[src/rtl/fixed_point_alu_unit_defines.svh]
// Assertion macros used by fixed_point_alu_unit.
`ifndef FIXED_POINT_ALU_UNIT_DEFINES_SVH
`define FIXED_POINT_ALU_UNIT_DEFINES_SVH

`define FPA_ASSERT_IMPLY(lbl, ante, cons) \
    lbl: assert property (@(posedge i_clk) disable iff (!i_rst_n) (ante) |-> (cons)) \
        else $error("fixed point alu check failed");

`define FPA_ASSERT_NEXT(lbl, ante, cons) \
    lbl: assert property (@(posedge i_clk) disable iff (!i_rst_n) (ante) |=> (cons)) \
        else $error("fixed point alu check failed");

`endif

[src/rtl/fpa_pkg.sv]
`default_nettype none
package fpa_pkg;

    typedef enum logic [3:0] {
        OP_ADD      = 4'd0,
        OP_SUB      = 4'd1,
        OP_MUL      = 4'd2,
        OP_DIV      = 4'd3,
        OP_MIN      = 4'd4,
        OP_MAX      = 4'd5,
        OP_GT       = 4'd6,
        OP_LT       = 4'd7,
        OP_GE       = 4'd8,
        OP_LE       = 4'd9,
        OP_EQ       = 4'd10,
        OP_NE       = 4'd11,
        OP_INC      = 4'd12,
        OP_DEC      = 4'd13,
        OP_FROM_INT = 4'd14,
        OP_TO_INT   = 4'd15
    } t_op;

    typedef struct packed {
        t_op                op;
        logic signed [31:0] a;
        logic signed [31:0] b;
        logic        [31:0] den;
        logic signed [63:0] prod;
    } t_tag;

    localparam logic signed [31:0] SAT_MAX = 32'sh7FFF_FFFF;
    localparam logic signed [31:0] SAT_MIN = 32'sh8000_0000;

endpackage
`default_nettype wire

[src/rtl/fpa_front.sv]
`default_nettype none
module fpa_front #(
    parameter int FRAC_BITS = 8,
    parameter int NUM_W     = 33 + FRAC_BITS
) (
    input  wire                     i_clk,
    input  wire                     i_rst_n,
    input  wire                     i_en,
    input  wire                     i_valid,
    input  wire  [3:0]              i_opcode,
    input  wire  signed [31:0]      i_operand_a,
    input  wire  signed [31:0]      i_operand_b,
    output logic                    o_valid,
    output fpa_pkg::t_tag           o_tag,
    output logic [NUM_W-1:0]        o_num
);

    logic                r_valid;
    fpa_pkg::t_tag       r_tag;
    fpa_pkg::t_tag       n_tag;
    logic [NUM_W-1:0]    r_num;
    logic [NUM_W-1:0]    n_num;
    logic [31:0]         mag_a;
    logic [31:0]         mag_b;

    always_comb begin
        mag_a      = i_operand_a[31] ? (~i_operand_a + 32'd1) : i_operand_a;
        mag_b      = i_operand_b[31] ? (~i_operand_b + 32'd1) : i_operand_b;
        n_tag.op   = fpa_pkg::t_op'(i_opcode);
        n_tag.a    = i_operand_a;
        n_tag.b    = i_operand_b;
        n_tag.den  = mag_b;
        n_tag.prod = 64'(i_operand_a) * 64'(i_operand_b);
        n_num      = NUM_W'({mag_a, {FRAC_BITS{1'b0}}}) + NUM_W'(mag_b[31:1]);
    end

    always_ff @(posedge i_clk) begin
        if (!i_rst_n) begin
            r_valid <= 1'b0;
        end else if (i_en) begin
            r_valid <= i_valid;
        end
    end

    always_ff @(posedge i_clk) begin
        if (i_en) begin
            r_tag <= n_tag;
            r_num <= n_num;
        end
    end

    assign o_valid = r_valid;
    assign o_tag   = r_tag;
    assign o_num   = r_num;

endmodule
`default_nettype wire

[config.mk]
export PLATFORM = sky130hd
export DESIGN_NAME = fpa_front
export DESIGN_NICKNAME = d
export VERILOG_FILES = /design/src/rtl/fixed_point_alu_unit_defines.svh /design/src/rtl/fpa_pkg.sv /design/src/rtl/fpa_front.sv
export SDC_FILE = /design/constraint.sdc
export NUM_CORES = 2
export LEC_CHECK = 0
export BUFFER_PORTS_ARGS = -buffer_cell sky130_fd_sc_hd__buf_2
export CAP_MARGIN = 10
export CORE_ASPECT_RATIO = 0.75
export CORE_MARGIN = 10
export CORE_UTILIZATION = 35
export CTS_BUF_LIST = sky130_fd_sc_hd__clkbuf_4 sky130_fd_sc_hd__clkbuf_8 sky130_fd_sc_hd__clkbuf_16
export CTS_CLUSTER_SIZE = 8
export DETAILED_ROUTE_END_ITERATION = 12
export GPL_ROUTABILITY_DRIVEN = 1
export PLACE_DENSITY = 0.54
export SLEW_MARGIN = 40
export SYNTH_ARGS = -nofsm -noshare
export SYNTH_HDL_FRONTEND = slang
export SYNTH_SLANG_ARGS = --single-unit
export TNS_END_PERCENT = 5
[constraint.sdc]
create_clock -name i_clk -period 12.8 [get_ports i_clk]
set_input_delay 0.64 -clock i_clk [delete_from_list [all_inputs] [get_ports i_clk]]
set_output_delay 0.64 -clock i_clk [all_outputs]
set_load 0.1 [all_outputs]
==> metrics.cfg <==
[run_status]
status=finished clean

[setup_path]
rr_endpoint=o_valid
timing.rr.start=o_valid
critPathRequiredTime_ns=13.11
start_kind=input pin
crit_start=i_operand_b[11]
crit_fanout=35
regToRegSetupSlack_ns=12.19
crit_path_end=o_tag[62]
arrival_ns=9.14
path_class=input pin to flop
r2r_cells=2
crit_path_end_kind=flop

[synthesis]
synth_area_per_cell_sq_um=9.929
synth-xor-area-share_pct=3.040
syn_nets=5891
synth.ff_latch_count=197
synth.distinct_cells=72
synthArstFlopShare_pct=0
synthesis.area_sq_um=44950
ys_seq_area_share_pct=13.14
yosys_most_used_dff=edfxtp_1
synthCells=4527
synthAdderAreaFrac_pct=54.05
synthMuxAreaShare_pct=0.04454
synth_top_family_by_area=adder cells
synth_edf_count=196
synth_compound_area_share_pct=4.640
yosys_warnings=0
synth_simple_gate_area_share_pct=14.17

[timing]
relSlewSlack_pct=38.32
hold_viol=0
tns_ns=0
drv_slew=0
rsz0062_at_grt=false
fin_skew_ns=0
finalCriticalPeriod_ns=8.828
holdWs_ns=0.2647
tightest_slew_ns=0.9196
fmax_mhz=113.3
period_share_pct=68.97
setup-violations-final=0

[global_route]
antenna_found_initial=3
grt_pass1_vias=33070
grt.overflow.total=0
use_met2_pct=26.81
busiest_layer=met1
grt_max_degree=62
use_met3_pct=5.795
track_usage_pct=19.77
grtUsageMet1_pct=30.80
grt_pass1_wl_microns=214700

[job]
max_cap_viol_count=0

[placement]
gp_congestion=0.8621
hpwl_microns=108100
io_buffers=277

[clocking]
root_buffer=clkbuf_16
cts_max_level=4
clock_latency_ns=0.55
clk_pin_slew_ns=0.09
cts_hold_buf=0
cts_setup_buffers=0
cts_tree=built
cts.sinks=197
numCtsBuffers=17
cts_resized=0
clockBufferDepth=2

[hold_path]
min_path_type=input pin to flop
hold_path_depth=1

[finish]
n_fill_cell=12600
drive_gt1_share_pct=8.607
nets=5987
syn_to_final_growth_pct=8.012

[routing]
wire_per_inst_microns=21.75
first_iter_violations=2208
vias=31060
antenna_left=0
post-route-drc-count=0
routed_via_density=4.927
routed_wirelength_microns=137100
dr.pass1.iters=7

[die]
initial_core_util_pct=35.36
die_x_microns=433.8
rows=113
dieArea_sq_um=143300
dieHeight_microns=330.3
coreArea_sq_um=127100
ios=278

## final cells by class
class,instances,area [sq um],area share (%)
Clock inverter,15,192.7,0.3969
Tap cell,1667,2086,4.296
Sequential cell,197,5906,12.16
Timing Repair Buffer,344,1932,3.979
Inverter,1026,3851,7.933
Clock buffer,17,425.4,0.8763
Multi-Input combinational cell,3037,34150,70.35
Antenna cell,1,2.502,0.005155
## flip-flops by register name, summed over array words and instances, names as in the netlist
register  cells
o_valid       1
o_tag       163
o_num        33
## cells in the final DEF, fill, tap and decap left out, types with 72 or more instances in the layout
cell / count
fa_1: 1083
xnor2_1: 119
ha_1: 209
edfxtp_1: 196
nor2_1: 72
a21oi_1: 91
nand2_1: 566
and2_1: 494
buf_2: 273
inv_1: 1025
## worst min path at each step
stage / startpoint / endpoint / slack [ns]
2_1_floorplan: i_operand_b[4] / o_tag[100] / 0.74
3_3_place_gp: o_valid / o_valid / 0.49
3_5_place_dp: o_valid / o_valid / 0.53
4_1_cts: i_opcode[3] / o_tag[163] / 0.22
5_1_grt: i_opcode[1] / o_tag[161] / 0.23
6_report: i_opcode[3] / o_tag[163] / 0.26
## layer usage
layer	up-vias	routed length, microns	share of wire, %
met5	-	13	0.0095
met4	2	1815	1.3
met3	87	13370	9.7
met2	1169	54610	40
met1	16260	67330	49
li1	13540	-	-
## cells in the mapped netlist (all sizes together) (3+ instances only)
master,number,area [sq um]
nand3b,3,22.52
ha,209,2615
edfxtp,196,5886
a211oi,9,67.56
nand2b,20,132.6
or3,7,48.80
a21oi,91,455.4
a221oi,6,52.55
nor2,72,270.3
and4,3,26.28
nand2,566,2125
fa,1083,21680
a31o,3,26.28
inv,1025,3847
and3,7,43.79
and2,495,3097
a21o,48,360.4
nor4,7,43.79
a211o,5,43.79
nand3,14,70.07
or2,5,31.28
clkbuf,240,900.9
o31ai,23,186.4
xnor2,119,1042
buf,27,148.9
nand4,16,100.1
o41ai,11,118.9
nor3,17,85.08
a31oi,8,50.05
o21ai,74,370.3
o21a,8,60.06
a21boi,4,30.03
xor2,37,324.1
o21bai,11,82.58
or4,14,123.9
nor2b,10,62.56
## cells by family after synthesis
kind of cell               count (synthesis)
DFF                                      197
muxes                                      2
and+or+nand+nor                         1265
adders and majority gates               1292
AOI/OAI and AO/OA                        321
other                                      1
buffers and inverters                   1293
xor gates and xnor gates                 156
## worst max-delay path, stage by stage
cell and delay, ns:
buf_2 0.63, nand2_1 0.29, fa_1 0.56, fa_1 0.96
fa_1 0.58, fa_1 0.53, inv_1 0.06, fa_1 0.59
fa_1 0.46, fa_1 0.50, inv_1 0.05, fa_1 0.50
inv_1 0.05, ha_1 0.39, nand4_1 0.29, or3_1 0.51
nand2b_1 0.17, a31oi_1 0.20, o21ai_0 0.18, o22ai_1 0.22
a311o_1 0.24, nand2_1 0.10, o311ai_0 0.38
## per-stage QoR
step	util [%]	area (sq um)	setup WS (ns)	cells
6_report	38.19	48550	3.972	6304
5_1_grt	38.19	48550	3.496	6303
4_1_cts	38.18	48530	4.019	6303
3_5_place_dp	37.70	47910	3.439	6271
3_3_place_gp	37.66	47870	3.497	6269
2_1_floorplan	-	44950	4.119	4527
Power is not shown: default switching activity piles up to over one toggle a cycle in this logic, so the estimate is an artifact.
