===== config.mk =====
export PLATFORM = sky130hd
export DESIGN_NAME = fpa_div_cell
export DESIGN_NICKNAME = d
export VERILOG_FILES = /design/src/rtl/fixed_point_alu_unit_defines.svh /design/src/rtl/fpa_pkg.sv /design/src/rtl/fpa_div_cell.sv
export SDC_FILE = /design/constraint.sdc
export NUM_CORES = 1
export LEC_CHECK = 0
export BUFFER_PORTS_ARGS = -buffer_cell sky130_fd_sc_hd__buf_2
export CAP_MARGIN = 20
export CELL_PAD_IN_SITES_DETAIL_PLACEMENT = 0
export CELL_PAD_IN_SITES_GLOBAL_PLACEMENT = 1
export CORE_AREA = 4 4 182 184
export DETAILED_ROUTE_END_ITERATION = 8
export DIE_AREA = 0 0 186 188
export PLACE_DENSITY = 0.69
export REMOVE_ABC_BUFFERS = 1
export SYNTH_ARGS = -nofsm -noshare
export SYNTH_HDL_FRONTEND = slang
export SYNTH_SLANG_ARGS = --single-unit

===== constraint.sdc =====
create_clock -name i_clk -period 8.3 [get_ports i_clk]
set_input_delay 1.245 -clock i_clk [delete_from_list [all_inputs] [get_ports i_clk]]
set_output_delay 1.245 -clock i_clk [all_outputs]
set_load 0.01 [all_outputs]

===== src/rtl/fixed_point_alu_unit_defines.svh =====
// Assertion macros used by fixed_point_alu_unit.
`ifndef FIXED_POINT_ALU_UNIT_DEFINES_SVH
`define FIXED_POINT_ALU_UNIT_DEFINES_SVH

`define FPA_ASSERT_IMPLY(lbl, ante, cons) \
    lbl: assert property (@(posedge i_clk) disable iff (!i_rst_n) (ante) |-> (cons)) \
        else $error("fixed point alu check failed");

`define FPA_ASSERT_NEXT(lbl, ante, cons) \
    lbl: assert property (@(posedge i_clk) disable iff (!i_rst_n) (ante) |=> (cons)) \
        else $error("fixed point alu check failed");

`endif


===== src/rtl/fpa_pkg.sv =====
`default_nettype none
package fpa_pkg;

    typedef enum logic [3:0] {
        OP_ADD      = 4'd0,
        OP_SUB      = 4'd1,
        OP_MUL      = 4'd2,
        OP_DIV      = 4'd3,
        OP_MIN      = 4'd4,
        OP_MAX      = 4'd5,
        OP_GT       = 4'd6,
        OP_LT       = 4'd7,
        OP_GE       = 4'd8,
        OP_LE       = 4'd9,
        OP_EQ       = 4'd10,
        OP_NE       = 4'd11,
        OP_INC      = 4'd12,
        OP_DEC      = 4'd13,
        OP_FROM_INT = 4'd14,
        OP_TO_INT   = 4'd15
    } t_op;

    typedef struct packed {
        t_op                op;
        logic signed [31:0] a;
        logic signed [31:0] b;
        logic        [31:0] den;
        logic signed [63:0] prod;
    } t_tag;

    localparam logic signed [31:0] SAT_MAX = 32'sh7FFF_FFFF;
    localparam logic signed [31:0] SAT_MIN = 32'sh8000_0000;

endpackage
`default_nettype wire


===== src/rtl/fpa_div_cell.sv =====
`default_nettype none
module fpa_div_cell #(
    parameter int NUM_W = 41
) (
    input  wire                     i_clk,
    input  wire                     i_rst_n,
    input  wire                     i_en,
    input  wire                     i_valid,
    input  wire fpa_pkg::t_tag      i_tag,
    input  wire  [31:0]             i_rem,
    input  wire  [NUM_W-1:0]        i_nq,
    output logic                    o_valid,
    output fpa_pkg::t_tag           o_tag,
    output logic [31:0]             o_rem,
    output logic [NUM_W-1:0]        o_nq
);

    // One restoring division step: shift in the next numerator bit and
    // shift the quotient bit in at the bottom of the same register.
    logic                r_valid;
    fpa_pkg::t_tag       r_tag;
    logic [31:0]         r_rem;
    logic [31:0]         n_rem;
    logic [NUM_W-1:0]    r_nq;
    logic [NUM_W-1:0]    n_nq;
    logic [32:0]         rs;
    logic [32:0]         diff;
    logic                ge;

    always_comb begin
        rs    = {i_rem, i_nq[NUM_W-1]};
        diff  = rs - {1'b0, i_tag.den};
        ge    = rs >= {1'b0, i_tag.den};
        n_rem = ge ? diff[31:0] : rs[31:0];
        n_nq  = {i_nq[NUM_W-2:0], ge};
    end

    always_ff @(posedge i_clk) begin
        if (!i_rst_n) begin
            r_valid <= 1'b0;
        end else if (i_en) begin
            r_valid <= i_valid;
        end
    end

    always_ff @(posedge i_clk) begin
        if (i_en) begin
            r_tag <= i_tag;
            r_rem <= n_rem;
            r_nq  <= n_nq;
        end
    end

    assign o_valid = r_valid;
    assign o_tag   = r_tag;
    assign o_rem   = r_rem;
    assign o_nq    = r_nq;

endmodule
`default_nettype wire


==> impl_metrics.ini <==
[finish]
area_delta_synth_final_pct = 40.4
final_cell_mix = 477 x buf_2, 237 x edfxtp_1, 54 x a21oi_1
multi_input_area_sq_um = 1990
num-nets-final = 1350
nFillCells = 3010
seq_area_sq_um = 7140
fin_area_sq_um = 13100
mostFrequentLayoutCell = buf_2
drive_gt1_frac = 0.482

[power]
leakagePower_uw = 0.00573
irDropWorstVdd_v = 0.000133
powerDensity_nw_per_um2 = 241

[cts]
numCtsBuffers = 28
cts-hold-fix-buffers = 0
max-clock-path-buffers = 3
htree_levels = 1
cts_resized = 0
cts_tree = built
clkTransAtPathRegs_ns = 0.06
cts_post_setup_buffers_inserted = 0
cts.sinks = 238
root_buffer = clkbuf_16
clkLatencyLatePin_ns = 0.54

[synthesis]
synthArstFlopShare = 0
synth-edff-count = 237
muxShareOfSynthArea = 0.0152
synth_compound_gate_area_share = 0.0786
seq_area_frac_synth = 0.762
yosysWarnings = 0
yosys_register_bits = 238
synth_top_family_by_area = compound AO/OA/AOI/OAI gates
synthAdderAreaFrac = 0.0449
yosys.area_share.simple = 0.0491
synth.avg_cell_area_sq_um = 16.1
synth_ff_type = edfxtp_1
synthCells = 583
ys_types = 48
synth_xor_area_frac = 0.0253
netlist_area_sq_um = 9360

[detailed_routing]
routed_wirelength_um = 31700
via_count = 6806
dr.pass1.iters = 5
drtAntennaViolNets = 0
wl_per_cell_um = 21.1
drtIter0Drc = 327
drc = 0
viasPerCell = 4.53

[hold_path]
hold_path.class = reg2reg

[grt]
grt_usage = 0.169
grt_first_pass_wirelength_um = 44600
grt_max_degree = 138
overflow = 0
antenna_found_initial = 13
grt_pass1_vias = 7006

[setup_path]
worstSetupPathType = in2reg
cp.required_ns = 8.59
cp-end-kind = flop
arrival_ns = 4.78
crit_slowest_cell = o31ai_4
crit_path_start_kind = input pin
worst-path-max-fanout = 39
path_cells = buf_2 > inv_1 > ha_1 > nand4_1 > or4_1 > a21oi_1 > nor3_1 > a211oi_2 > o21ai_2 > o31ai_4 > buf_4 > mux2_2
max_stage_delay_ns = 0.63

[placement]
dpl_cell_area_sq_um = 12200
place.port_buffers = 478
gp_congestion = 0.860
dpl.hpwl_um = 25100

[timing]
hold_viol = 0
rsz0062_at_grt = false
finalCritPeriodShare = 0.540
tns_ns = 0
min_period_ns = 4.48
max_freq_mhz = 223
fin_skew_ns = 0
setup_viol = 0
slew_violations = 0
tightest_slew_ns = 0.835
slew_headroom = 0.443

[floorplanning]
fp.dieW_um = 186
core-area_sq_um = 31400
rows = 65
dieArea_sq_um = 35000
die_h_um = 188
io_pins = 479
initial_core_util = 0.298

[flow_run]
max-cap-violations = 0

[status]
status = completed
## metrics by stage
stage	power (uW)	setup slack, ns	util	std cells	hold WS [ns]
floorplan	1710	3.63	-	566	0.538
global placement	1960	3.31	0.389	1448	0.506
detailed placement	1960	3.18	0.389	1448	0.513
CTS	3220	3.79	0.418	1499	0.531
global route	3310	3.54	0.418	1500	0.545
finish	3160	3.82	0.419	1503	0.526
## cells by family (layout without fill, tap and decap cells)
| logic type | Yosys count | after routing |
|---|---|---|
| AOI/OAI and AO/OA | 118 | 118 |
| xor gates and xnor gates | 27 | 27 |
| adders and majority gates | 33 | 33 |
| buffers and inverters | 55 | 569 |
| DFF | 238 | 238 |
| muxes | 13 | 13 |
| other | 0 | 4 |
| and+or+nand+nor | 99 | 99 |
## where the power goes
part           switching, uW  internal [uW]
clock network            487            745
registers               24.5           1450
logic                    271            188
## final timing paths
check                           cells after the start              endpoint  slack, ns                 start
worst min register to register                      2  o_valid$_SDFFE_PN0P_       0.53  o_valid$_SDFFE_PN0P_
worst max-delay path                               12    o_rem[3]$_DFFE_PP_       3.82             i_tag[71]
worst max register to register                      2  o_valid$_SDFFE_PN0P_       7.71  o_valid$_SDFFE_PN0P_
worst min-delay path                                2  o_valid$_SDFFE_PN0P_       0.53  o_valid$_SDFFE_PN0P_
## registers in the layout, indices dropped and copies added (netlist names)
register and cells:
o_rem 32, o_tag 164, o_nq 41, o_valid 1
## worst max-delay path: cells and delay by family
| kind | cells | cell delay, ns |
|---|---|---|
| AND/OR/NAND/NOR | 3 | 0.84 |
| adder cells (fa/ha/maj) | 1 | 0.41 |
| multiplexers | 1 | 0.39 |
| AO/OA/AOI/OAI | 4 | 1.21 |
| buffers and inverters | 3 | 0.65 |
## synthesized netlist by cell type, types with 2 or more instances
cell type | n | area (sq um)
o21bai_1 | 3 | 22.5
mux2i_1 | 3 | 30.0
a21oi_1 | 54 | 270
nand2b_1 | 4 | 25.0
edfxtp_1 | 237 | 7120
mux2_1 | 4 | 45.0
nor2b_1 | 3 | 18.8
nand2_1 | 27 | 101
clkbuf_1 | 5 | 18.8
a211oi_1 | 3 | 22.5
nor2_1 | 36 | 135
a31oi_1 | 5 | 31.3
mux2_2 | 6 | 67.6
nand3_1 | 8 | 40.0
and4_1 | 2 | 17.5
nand4_1 | 7 | 43.8
nor3_1 | 2 | 10.0
o21a_1 | 6 | 45.0
o22ai_1 | 2 | 12.5
o21ai_0 | 16 | 80.1
a211o_1 | 2 | 17.5
ha_1 | 32 | 400
nor4_1 | 4 | 25.0
xnor2_1 | 16 | 140
a2bb2oi_1 | 2 | 17.5
a21o_1 | 12 | 90.1
o41ai_1 | 2 | 17.5
xor2_1 | 11 | 96.3
buf_2 | 8 | 40.0
o211ai_1 | 4 | 30.0
inv_1 | 38 | 143
buf_4 | 3 | 22.5
## cell type report
cell class | count | share of cell area
repair buffers | 480 | 0.185
well taps | 402 | 0.0383
diodes | 4 | 0.000762
inverters | 38 | 0.0109
flip-flops and latches | 238 | 0.543
multi-input cells | 290 | 0.152
clock buffers | 35 | 0.0553
clock inverters | 16 | 0.0152
## metal layers
| layer | vias up | wire length [um] | GRT usage |
|---|---|---|---|
| li1 | 3198 | - | - |
| met1 | 3245 | 11900 | 0.192 |
| met4 | 12 | 931 | 0.0434 |
| met5 | - | 76 | 0 |
| met3 | 64 | 2920 | 0.0588 |
| met2 | 287 | 15900 | 0.302 |
Power figures use the tool's default switching activity.
